$ cat src/dlsq_pkg.sv
// Shared types and constants for the dual line sensor qualifier.
// No dependencies; imported by the lane, the top level and the checker.
`default_nettype none

package dlsq_pkg;

  localparam int LEVEL_W    = 10;
  localparam int MAJ_W      = 4;
  localparam int CFG_IDX_W  = 3;
  localparam int CFG_DATA_W = 10;

  localparam int HISTORY_DEPTH_DEF = 3;
  localparam int ADC_BITS_DEF      = 10;

  localparam logic               ANALOG_MODE_RST   = 1'b0;
  localparam logic               BLACK_IS_HIGH_RST = 1'b1;
  localparam logic [LEVEL_W-1:0] THRESHOLD_RST     = LEVEL_W'(512);
  localparam logic [LEVEL_W-1:0] BAND_RST          = LEVEL_W'(32);
  localparam logic [MAJ_W-1:0]   MAJORITY_RST      = MAJ_W'(2);

  typedef enum logic [CFG_IDX_W-1:0] {
    CFG_ANALOG_MODE     = 3'd0,
    CFG_BLACK_IS_HIGH   = 3'd1,
    CFG_BLACK_THRESHOLD = 3'd2,
    CFG_HYSTERESIS_BAND = 3'd3,
    CFG_VOTE_MAJORITY   = 3'd4
  } cfg_reg_t;

  // Settings and sequencing handed from the top level to each lane.
  typedef struct packed {
    logic               analog_mode;
    logic               black_is_high;
    logic [LEVEL_W-1:0] threshold;
    logic [LEVEL_W-1:0] band;
    logic [MAJ_W-1:0]   majority;
    logic               voting;
    logic               advance;
  } lane_ctrl_t;

endpackage

`default_nettype wire

$ cat src/dlsq_lane.sv
// One sensor channel: level mapping, hysteresis comparator, vote history.
// Depends on dlsq_pkg for the lane control struct and field widths.
`default_nettype none

module dlsq_lane import dlsq_pkg::*; #(
  parameter int HISTORY_DEPTH = HISTORY_DEPTH_DEF,
  parameter int ADC_BITS      = ADC_BITS_DEF
) (
  input  logic               clk,
  input  logic               rst_n,
  input  lane_ctrl_t         ctrl,
  input  logic [LEVEL_W-1:0] raw,
  input  logic               read_ok,
  output logic [LEVEL_W-1:0] level,
  output logic               black
);

  localparam int CNT_W = $clog2(HISTORY_DEPTH + 1);

  logic                     cmp_r;
  logic                     cmp_nxt;
  logic [HISTORY_DEPTH-1:0] hist_r;
  logic [HISTORY_DEPTH-1:0] hist_nxt;
  logic [LEVEL_W-1:0]       adc_mask;
  logic [LEVEL_W-1:0]       raw_m;
  logic                     pin_high;
  logic [LEVEL_W:0]         upper;
  logic [LEVEL_W:0]         lower;
  logic [LEVEL_W:0]         value;
  logic                     fresh;
  logic [CNT_W-1:0]         ones;
  logic [MAJ_W:0]           ones_ext;

  always_comb begin
    for (int i = 0; i < LEVEL_W; i++) begin
      adc_mask[i] = (i < ADC_BITS);
    end
  end

  assign raw_m    = raw & adc_mask;
  assign pin_high = (raw_m != '0);
  assign value    = {1'b0, raw_m};

  // Band edges; the lower edge floors at zero.
  assign upper = {1'b0, ctrl.threshold} + {1'b0, ctrl.band};
  assign lower = (ctrl.threshold > ctrl.band) ?
                 {1'b0, ctrl.threshold - ctrl.band} : '0;

  always_comb begin
    if (ctrl.black_is_high) begin
      cmp_nxt = cmp_r ? (value >= lower) : (value >= upper);
    end else begin
      cmp_nxt = cmp_r ? (value <= upper) : (value <= lower);
    end
  end

  always_comb begin
    if (ctrl.analog_mode) begin
      level = raw_m;
      fresh = read_ok & cmp_nxt;
    end else begin
      level = {{(LEVEL_W-1){1'b0}}, pin_high};
      fresh = (pin_high == ctrl.black_is_high);
    end
  end

  assign hist_nxt = HISTORY_DEPTH'({hist_r, fresh});

  always_comb begin
    ones = '0;
    for (int i = 0; i < HISTORY_DEPTH; i++) begin
      ones = ones + CNT_W'(hist_nxt[i]);
    end
  end

  assign ones_ext = (MAJ_W+1)'(ones);
  assign black    = ctrl.voting ? (ones_ext >= {1'b0, ctrl.majority}) : fresh;

  always_ff @(posedge clk) begin
    if (!rst_n) begin
      cmp_r  <= 1'b0;
      hist_r <= '0;
    end else if (ctrl.advance) begin
      hist_r <= hist_nxt;
      // hold the comparator on invalid analog reads and in digital mode
      if (ctrl.analog_mode && read_ok) begin
        cmp_r <= cmp_nxt;
      end
    end
  end

endmodule

`default_nettype wire

$ cat src/dual_line_sensor_qualifier.sv
// Top level: configuration registers, warmup counter, two sensor lanes and
// the output register that merges the lane results. Depends on dlsq_pkg, dlsq_lane.
//
//   channel  direction  handshake              payload
//   in_      sink       in_valid / in_ready    left_raw, right_raw, read_ok
//   out_     source     out_valid / out_ready  levels, sample_valid, blacks
//   cfg_     sink       cfg_valid / cfg_ready  cfg_index, cfg_data
//
// One sample per cycle unless stalled; results show the cycle after their transfer.
// The lanes and the output register form a single stage, so a new sample is
// taken whenever the output register is empty or is drained in that cycle.
// Synchronous active-low reset clears settings to defaults, the histories,
// the warmup count and the comparator states. cfg_ready is always high.
`default_nettype none

module dual_line_sensor_qualifier import dlsq_pkg::*; #(
  parameter int HISTORY_DEPTH = HISTORY_DEPTH_DEF,
  parameter int ADC_BITS      = ADC_BITS_DEF
) (
  input  logic                  clk,
  input  logic                  rst_n,
  input  logic                  in_valid,
  output logic                  in_ready,
  input  logic [LEVEL_W-1:0]    in_left_raw,
  input  logic [LEVEL_W-1:0]    in_right_raw,
  input  logic                  in_read_ok,
  output logic                  out_valid,
  input  logic                  out_ready,
  output logic [LEVEL_W-1:0]    out_left_level,
  output logic [LEVEL_W-1:0]    out_right_level,
  output logic                  out_sample_valid,
  output logic                  out_left_black,
  output logic                  out_right_black,
  input  logic                  cfg_valid,
  output logic                  cfg_ready,
  input  logic [CFG_IDX_W-1:0]  cfg_index,
  input  logic [CFG_DATA_W-1:0] cfg_data
);

  localparam int WARM_W = $clog2(HISTORY_DEPTH + 1);

  logic               analog_mode_r;
  logic               black_is_high_r;
  logic [LEVEL_W-1:0] threshold_r;
  logic [LEVEL_W-1:0] band_r;
  logic [MAJ_W-1:0]   majority_r;
  logic [WARM_W-1:0]  warm_r;
  logic [WARM_W-1:0]  warm_nxt;
  logic               accept;
  lane_ctrl_t         ctrl;
  logic [LEVEL_W-1:0] left_level;
  logic [LEVEL_W-1:0] right_level;
  logic               left_black;
  logic               right_black;

  logic               out_valid_r;
  logic [LEVEL_W-1:0] left_level_r;
  logic [LEVEL_W-1:0] right_level_r;
  logic               sample_valid_r;
  logic               left_black_r;
  logic               right_black_r;

  assign cfg_ready = 1'b1;
  assign in_ready  = !out_valid_r || out_ready;
  assign accept    = in_valid && in_ready;

  always_ff @(posedge clk) begin
    if (!rst_n) begin
      analog_mode_r   <= ANALOG_MODE_RST;
      black_is_high_r <= BLACK_IS_HIGH_RST;
      threshold_r     <= THRESHOLD_RST;
      band_r          <= BAND_RST;
      majority_r      <= MAJORITY_RST;
    end else if (cfg_valid) begin
      unique case (cfg_reg_t'(cfg_index))
        CFG_ANALOG_MODE:     analog_mode_r   <= cfg_data[0];
        CFG_BLACK_IS_HIGH:   black_is_high_r <= cfg_data[0];
        CFG_BLACK_THRESHOLD: threshold_r     <= cfg_data;
        CFG_HYSTERESIS_BAND: band_r          <= cfg_data;
        CFG_VOTE_MAJORITY:   majority_r      <= cfg_data[MAJ_W-1:0];
        default: ;
      endcase
    end
  end

  // Saturating warmup count; the sample that brings it to the depth votes.
  assign warm_nxt = (warm_r == WARM_W'(HISTORY_DEPTH)) ? warm_r : warm_r + 1'b1;

  always_ff @(posedge clk) begin
    if (!rst_n) begin
      warm_r <= '0;
    end else if (accept) begin
      warm_r <= warm_nxt;
    end
  end

  assign ctrl.analog_mode   = analog_mode_r;
  assign ctrl.black_is_high = black_is_high_r;
  assign ctrl.threshold     = threshold_r;
  assign ctrl.band          = band_r;
  assign ctrl.majority      = majority_r;
  assign ctrl.voting        = (warm_r >= WARM_W'(HISTORY_DEPTH - 1));
  assign ctrl.advance       = accept;

  dlsq_lane #(
    .HISTORY_DEPTH(HISTORY_DEPTH),
    .ADC_BITS     (ADC_BITS)
  ) u_lane_left (
    .clk    (clk),
    .rst_n  (rst_n),
    .ctrl   (ctrl),
    .raw    (in_left_raw),
    .read_ok(in_read_ok),
    .level  (left_level),
    .black  (left_black)
  );

  dlsq_lane #(
    .HISTORY_DEPTH(HISTORY_DEPTH),
    .ADC_BITS     (ADC_BITS)
  ) u_lane_right (
    .clk    (clk),
    .rst_n  (rst_n),
    .ctrl   (ctrl),
    .raw    (in_right_raw),
    .read_ok(in_read_ok),
    .level  (right_level),
    .black  (right_black)
  );

  always_ff @(posedge clk) begin
    if (!rst_n) begin
      out_valid_r <= 1'b0;
    end else if (accept) begin
      out_valid_r <= 1'b1;
    end else if (out_ready) begin
      out_valid_r <= 1'b0;
    end
  end

  // Merge both lanes into one result word; hold while stalled.
  always_ff @(posedge clk) begin
    if (accept) begin
      left_level_r   <= left_level;
      right_level_r  <= right_level;
      sample_valid_r <= !analog_mode_r || in_read_ok;
      left_black_r   <= left_black;
      right_black_r  <= right_black;
    end
  end

  assign out_valid        = out_valid_r;
  assign out_left_level   = left_level_r;
  assign out_right_level  = right_level_r;
  assign out_sample_valid = sample_valid_r;
  assign out_left_black   = left_black_r;
  assign out_right_black  = right_black_r;

endmodule

`default_nettype wire

$ cat config.mk
export PLATFORM = sky130hd
export DESIGN_NAME = dual_line_sensor_qualifier
export DESIGN_NICKNAME = d
export VERILOG_FILES = /design/src/dlsq_pkg.sv /design/src/dlsq_lane.sv /design/src/dual_line_sensor_qualifier.sv
export SDC_FILE = /design/constraint.sdc
export NUM_CORES = 1
export LEC_CHECK = 0
export BUFFER_PORTS_ARGS = -buffer_cell sky130_fd_sc_hd__buf_2
export CORE_ASPECT_RATIO = 0.5
export CORE_UTILIZATION = 60
export CTS_CLUSTER_SIZE = 25
export DETAILED_ROUTE_END_ITERATION = 8
export PLACE_DENSITY = 0.92
export SLEW_MARGIN = 15
export SYNTH_ARGS = -nofsm -noshare
export SYNTH_HDL_FRONTEND = slang
export SYNTH_HIERARCHICAL = 1
export SYNTH_SLANG_ARGS = --single-unit
$ cat constraint.sdc
create_clock -name clk -period 9.1 [get_ports clk]
set_clock_uncertainty 0.05 [all_clocks]
set_input_delay 0.455 -clock clk [delete_from_list [all_inputs] [get_ports clk]]
set_output_delay 0.455 -clock clk [all_outputs]
set_load 0.05 [all_outputs]
# Word-level counts from Yosys, hierarchy flattened
# Cells that the tools add are included.
dict set report classes {
  n_addsub 7
  multipliers 0
  div 0
  order_cmp 12
  n_eq_ne 7
  shifts 0
  mux 15
  bitwise 3
  n_reduce_logical 17
}
# op n
set op_table {}
lappend op_table {{$ge A10 B11 Y1} 2}
lappend op_table {{$le A10 B11 Y1} 2}
lappend op_table {{$ge A10 B10 Y1} 2}
lappend op_table {{$le A10 B10 Y1} 2}
lappend op_table {{$reduce_bool A10 Y1} 2}
lappend op_table {{$mux W1} 14}
lappend op_table {{$reduce_and A2 Y1} 7}
lappend op_table {{$add A10 B10 Y11} 1}
lappend op_table {{$gt A10 B10 Y1} 1}
lappend op_table {{$mux W10} 1}
lappend op_table {{$sub A10 B10 Y10} 1}
lappend op_table {{$ge A2 B4 Y1} 2}
lappend op_table {{$eq A3 B2 Y1 const B} 2}
lappend op_table {{$add A1 B1 Y2} 2}
lappend op_table {{$add A2 B1 Y2} 2}
lappend op_table {{$eq A3 B1 Y1 const B} 1}
lappend op_table {{$eq A3 B3 Y1 const B} 1}
lappend op_table {{$logic_not A3 Y1} 1}
lappend op_table {{$add A2 B1 Y2 const B} 1}
lappend op_table {{$and A1 B1 Y1} 2}
lappend op_table {{$eq A1 B1 Y1} 2}
lappend op_table {{$eq A2 B2 Y1 const B} 1}
lappend op_table {{$ge A2 B2 Y1 const B} 1}
lappend op_table {{$logic_and A1 B1 Y1} 2}
lappend op_table {{other kinds (4)} 6}
dict set report word_totals {
  reg_bits 58
  latchBits 0
  mem_bits_rw 0
  mem_bits_ro 0
  in_bits 39
  out_inout_bits 26
  word_cells 79
  n_memories 0
}

# Logic depth before layout (Yosys ltp)
dict set report logic_depth {
  ltp_word 11
  mapped_depth 28
  ltp_nobuf 27
}

# Cells and area by module
# Netlist, hierarchy kept.
# mod n_inst cells_each area_each_um2 seq_area_each_um2
set modules_own_cells {}
lappend modules_own_cells {dual_line_sensor_qualifier 1 146 1891.8 1271.2}
lappend modules_own_cells {{dlsq_lane at u_lane_right} 1 231 1726.7 60.1}
lappend modules_own_cells {{dlsq_lane at u_lane_left} 1 232 1709.1 60.1}

# Worst setup path before layout
# Ideal clock, no wire load.
dict set report synth_timing {
  path_type {reg2reg}
  from {register band_r[0]}
  to {register right_black_r (netlist: out_right_black), data pin}
  setup_time_ns 0.254
  arrival_ns 4.497
  required_time_ns 8.796
  setup_slack_ns 4.299
  stages_incl_launch_ff 25
  n_path_buf 0
  synth_period_minus_slack_ns 4.801
  path_cell_list {dfxtp_1 > ha_1 > inv_1 > fa_1 > a21o_1 > a21oi_1 > o21bai_1 > a21oi_1 > o31a_1 > xnor2_1 > nand2_1 > ha_1 > and3_1 > and3_1 > nand3_1 > a21boi_0 > o221ai_1 > a41o_1 > fa_1 > inv_1 > ha_1 > nand2b_1 > a21oi_1 > o31ai_1 > o21a_1}
}
dict set report synth_between {
  elab_chain_len 11
  word_cells_on_any_way 17
  cone_classes {add/sub: 4; order compare: 6; mux: 6; bitwise: 1}
}
# element line
set synth_rtl {}
lappend synth_rtl {{start: declaration} dual_line_sensor_qualifier.sv:45} ;# logic [LEVEL_W-1:0] band_r;
lappend synth_rtl {{start signal: assignment} dual_line_sensor_qualifier.sv:79} ;# CFG_HYSTERESIS_BAND: band_r <= cfg_data;
lappend synth_rtl {{$sub A10 B10 Y10 or $gt A10 B10 Y1 (tied branches)} {dlsq_lane.sv:47, dlsq_lane.sv:46}}
lappend synth_rtl {{$mux W10} dlsq_lane.sv:46} ;# assign lower = (ctrl.threshold > ctrl.band) ?
lappend synth_rtl {{$le A10 B10 Y1 or $ge A10 B10 Y1 (tied branches)} {dlsq_lane.sv:53, dlsq_lane.sv:51}}
lappend synth_rtl {{$mux W1 (on tied branches)} {dlsq_lane.sv:53, dlsq_lane.sv:51}}
lappend synth_rtl {{$mux W1 *} dlsq_lane.sv:50} ;# if (ctrl.black_is_high) begin
lappend synth_rtl {{$and A1 B1 Y1 *} dlsq_lane.sv:60} ;# fresh = read_ok & cmp_nxt;
lappend synth_rtl {{$mux W1 *} dlsq_lane.sv:58} ;# if (ctrl.analog_mode) begin
lappend synth_rtl {{named net u_lane_right.fresh} dlsq_lane.sv:30} ;# logic fresh;
lappend synth_rtl {{$add A1 B1 Y2} dlsq_lane.sv:72} ;# ones = ones + CNT_W'(hist_nxt[i]);
lappend synth_rtl {{$add A2 B1 Y2} dlsq_lane.sv:72}
lappend synth_rtl {{$ge A2 B4 Y1} dlsq_lane.sv:77} ;# assign black = ctrl.voting ? (ones_ext >= {1'b0, ctrl.majority}) : fresh;
lappend synth_rtl {{$mux W1 *} dlsq_lane.sv:77}
lappend synth_rtl {{named net right_black} dual_line_sensor_qualifier.sv:54} ;# logic right_black;
lappend synth_rtl {{end signal: assignment} dual_line_sensor_qualifier.sv:148} ;# right_black_r <= right_black;
lappend synth_rtl {{end: declaration} dual_line_sensor_qualifier.sv:61} ;# logic right_black_r;
# The timed path passes the listed nets; every way through them passes the cells marked *.
# A chain may end at the register's enable or synchronous reset.

# Worst setup path in the final report
dict set report layout_timing {
  from {register threshold_r[1]}
  to {register left_black_r (netlist: out_left_black), data pin}
}
dict set report layout_between {
  elab_chain_len 11
  word_cells_on_any_way 17
  cone_classes {add/sub: 4; order compare: 6; mux: 6; bitwise: 1}
}
# element line
set layout_rtl {}
lappend layout_rtl {{start: declaration} dual_line_sensor_qualifier.sv:44} ;# logic [LEVEL_W-1:0] threshold_r;
lappend layout_rtl {{start signal: assignment} dual_line_sensor_qualifier.sv:78} ;# CFG_BLACK_THRESHOLD: threshold_r <= cfg_data;
lappend layout_rtl {{$sub A10 B10 Y10 or $gt A10 B10 Y1 (tied branches)} {dlsq_lane.sv:47, dlsq_lane.sv:46}}
lappend layout_rtl {{$mux W10} dlsq_lane.sv:46}
lappend layout_rtl {{$le A10 B10 Y1 or $ge A10 B10 Y1 (tied branches)} {dlsq_lane.sv:53, dlsq_lane.sv:51}}
lappend layout_rtl {{$mux W1 (on tied branches)} {dlsq_lane.sv:53, dlsq_lane.sv:51}}
lappend layout_rtl {{$mux W1 *} dlsq_lane.sv:50}
lappend layout_rtl {{$and A1 B1 Y1 *} dlsq_lane.sv:60}
lappend layout_rtl {{$mux W1 *} dlsq_lane.sv:58}
lappend layout_rtl {{named net u_lane_left.fresh} dlsq_lane.sv:30}
lappend layout_rtl {{$add A1 B1 Y2} dlsq_lane.sv:72}
lappend layout_rtl {{$add A2 B1 Y2} dlsq_lane.sv:72}
lappend layout_rtl {{$ge A2 B4 Y1} dlsq_lane.sv:77}
lappend layout_rtl {{$mux W1 *} dlsq_lane.sv:77}
lappend layout_rtl {{named net left_black} dual_line_sensor_qualifier.sv:53} ;# logic left_black;
lappend layout_rtl {{end signal: assignment} dual_line_sensor_qualifier.sv:147} ;# left_black_r <= left_black;
lappend layout_rtl {{end: declaration} dual_line_sensor_qualifier.sv:60} ;# logic left_black_r;
# Marked as above.

==> results.txt <==
Max clock buf depth -> 2
Mapped Area -> 5328 um^2
Simple-gate share of the synthesized area -> 0.1966
Clock group share of total power -> 0.436
Critical-path cell list -> inv_1 > fa_1 > o21bai_1 > a221oi_1 > o21bai_1 > a21boi_0 > xnor2_1 > ha_1 > a21o_1 > a21oi_1 > nand3b_1 > a211o_1 > nand3_1 > o21ai_0 > fa_1 > inv_1 > ha_1 > nand2b_1 > a21oi_1 > nor3_1 > o21ai_0 > a31oi_1
Drt total wl -> 13.57 mm
GPL Wtd Cong -> 1.008
Top cell type's share of synthesized area -> 0.2020
Utilization after layout -> 0.7194
Clock buffer count from CTS -> 9
ANT cells -> 0
DR iter-0 viols -> 496
Slew @ Worst Pin -> 1093 ps
Layout cells sized above 1 -> 0.1532
Hold Path Class -> in2reg
Vias in the first global route -> 4327
Hold Vio Cnt, Final -> 0
Cells after synthesis -> 609
CTS resizes -> 0
Crit share post-route -> 0.5970
Count leader, synth -> ha_1
Cts hold-fix bufs -> 0
Post-synthesis mux area share -> 0.01503
All-Layer GR Usage -> 0.3093
CP max FO -> 9
Net Sw Power -> 0.0002455 W
Syn nets -> 740
CTS HTree Levels -> 3
Internal -> 0.0005924 W
Synth Area in Adders -> 0.2245
# Post-CTS Setup Buffers -> 0
Yosys cell types -> 74
Worst path max stage delay -> 580 ps
Initial Utilization -> 0.6428
Clock Sinks -> 58
GR Overflow Total -> 0
Chip Height -> 68.63 um
CP Capture Type -> flip-flop
Async set-or-reset flop fraction in the synthesized netlist -> 0
First-pass GRT wire length -> 21.47 mm
Xor and xnor area share after synthesis -> 0.05096
Flop-to-flop setup slack -> 3670 ps
Vias per cell -> 6.230
Finished Cell Area -> 5962 um^2
Top cells by count, synth -> ha_1 (86), inv_1 (57), nand2_1 (43), nand3_1 (40), a21oi_1 (38)
Largest net degree at the start of global routing -> 48
Reg2Reg Depth -> 22
Ys flop type -> dfxtp_1
CTS root buffer -> clkbuf_16
DIE AREA -> 9283 um^2
WHS Path Cells -> 2
Area leader, netlist -> ha_1
Setup TNS -> 0 ps
Lkg Pwr -> 2.682 nW
Max_slew headroom -> 0.2672
DR pass1 iterations -> 5
Max VDD drop -> 124.6 uV
RSZ-0062 raised after global routing -> false
Top cells by area, synth -> ha_1 (20%), dfxtp_1 (13%), edfxtp_1 (13%)
Largest family of logic cells by synthesized area -> adder cells
Non-Filler Instances -> 778
Flop pwr share -> 0.346
Setup crit start kind -> flip-flop
Status -> complete, no violations
Combinational fraction of design power -> 0.219
CTS tree -> yes
Core area -> 8288 um^2
# setup viols final -> 0
Crit Path Class -> reg2reg
Initial antenna violation count -> 0
Clk Latency, worst-skew pair -> 340 ps
DP Wirelength -> 10.15 mm
Final worst path period need -> 5433 ps
Max_cap viols -> 0
Worst-path clk slew -> 60 ps
Seq/Total Area, Yosys -> 0.2612
Via count -> 4847
Sw frac -> 0.2930
Hold Crit Start -> in_valid
Ys Warns -> 6
EDFF count, synth -> 23
Power Dens Cells -> 140.5 nW/um^2
Die W -> 135.3 um
WP data required -> 9090 ps
Placed Instances -> 762
Routed Antenna Nets -> 0
Synthesized area per cell -> 8.748 um^2
Synth Area in Compound Gates -> 0.1797
Area delta synth->final -> 11.91%
Hold Slack -> 311.0 ps
Residual DRC -> 0
Port buffer count -> 63
Cell Rows -> 23
FF-to-FF End -> out_left_black$_DFFE_PP_
Hold endpoint -> out_valid$_SDFFE_PN0P_
WP data arrival -> 5420 ps
NumNets Final -> 792
I/O Pins -> 65
Slowest CP cell -> dfxtp_1
Area post-placement -> 5632 um^2
F_max -> 0.1841 GHz
#FFs+latches synth -> 58
WL per Instance -> 17.44 um
Max Slew Vio Count -> 0
Critical R2R Launch -> threshold_r[1]$_SDFFE_PN0P_
[registers in the layout, summed over array words and instances, names as in the netlist, 2 cells and up]
name,flops
band_r,10
out_left_level,10
out_right_level,10
threshold_r,10
majority_r,4
u_lane_left/hist_r,2
u_lane_right/hist_r,2
warm_r,2
[through the flow]
step           worst slack (ps)  total power (W)
2_1_floorplan              4299        0.0004253
3_3_place_gp               3977        0.0004653
3_5_place_dp               3772        0.0004721
4_1_cts                    3730        0.0008366
5_1_grt                    3322        0.0008723
6_report                   3667        0.0008379
[how the worst max path moves through the flow]
stage                           startpoint                        end  slack (ps)  cells after the start
6_report       threshold_r[1]$_SDFFE_PN0P_   out_left_black$_DFFE_PP_        3670                     22
5_1_grt        threshold_r[0]$_SDFFE_PN0P_  out_right_black$_DFFE_PP_        3320                     25
3_5_place_dp   threshold_r[0]$_SDFFE_PN0P_   out_left_black$_DFFE_PP_        3770                     27
4_1_cts             band_r[0]$_SDFFE_PN0P_   out_left_black$_DFFE_PP_        3730                     26
2_1_floorplan       band_r[0]$_SDFFE_PN0P_  out_right_black$_DFFE_PP_        4300                     24
3_3_place_gp        band_r[0]$_SDFFE_PN0P_   out_left_black$_DFFE_PP_        3980                     26
[final cells by class]
class,count,area (um^2)
flip-flops and latches,58,1391
inverters,59,221.5
well taps,112,140.1
clock inverters,1,8.758
repair buffers,64,322.8
multi-input cells,469,3556
fillers,612,2326
clock buffers,15,321.6
[per-layer routing]
metal | track usage | routed length (um) | vias to the layer above
li1 | - | - | 2283
met1 | 0.4258 | 6243 | 2261
met2 | 0.4686 | 5690 | 263
met3 | 0.07164 | 1322 | 40
met4 | 0.1306 | 314 | 0
met5 | 0 | 0 | -
[worst max-delay path: cells and delay by family (launching register included)]
family          cells  cell delay [ps]
compound gates     11             2040
buf+inv             2              160
flops               1              580
fa+ha+maj           4             1500
xor+xnor            1              300
simple gates        4              480
[placed cells by master, fill, tap and decap left out, types with 8 or more instances in the layout]
master and instances:
a21o_1 8, a21oi_1 38, and2_1 21, buf_2 63
clkbuf_16 12, dfxtp_1 35, edfxtp_1 23, ha_1 86
inv_1 57, mux2i_1 8, nand2_1 43, nand3_1 40
nand4_1 10, nor2_1 22, nor3_1 9, o21ai_0 30
o21ai_2 11, o21bai_1 10, xnor2_1 26
[power by group through the flow]
stage / registers, W / clock network, W / logic, W
final: 0.000290 / 0.000365 / 0.000183
after global routing: 0.000291 / 0.000379 / 0.000203
after CTS: 0.000289 / 0.000368 / 0.000180
after detailed placement: 0.000295 / 0 / 0.000177
after global placement: 0.000294 / 0 / 0.000171
after floorplan: 0.000312 / 0 / 0.000114
[cells by family (layout without fill, tap and decap cells)]
kind of cell	Yosys count	in the layout
simple gates	193	193
mux	8	8
flops	58	58
fa+ha+maj	92	92
xor+xnor	31	31
other cells	1	1
compound gates	144	144
buf+inv	82	139
Note: power is estimated with default switching activity, not from simulation.
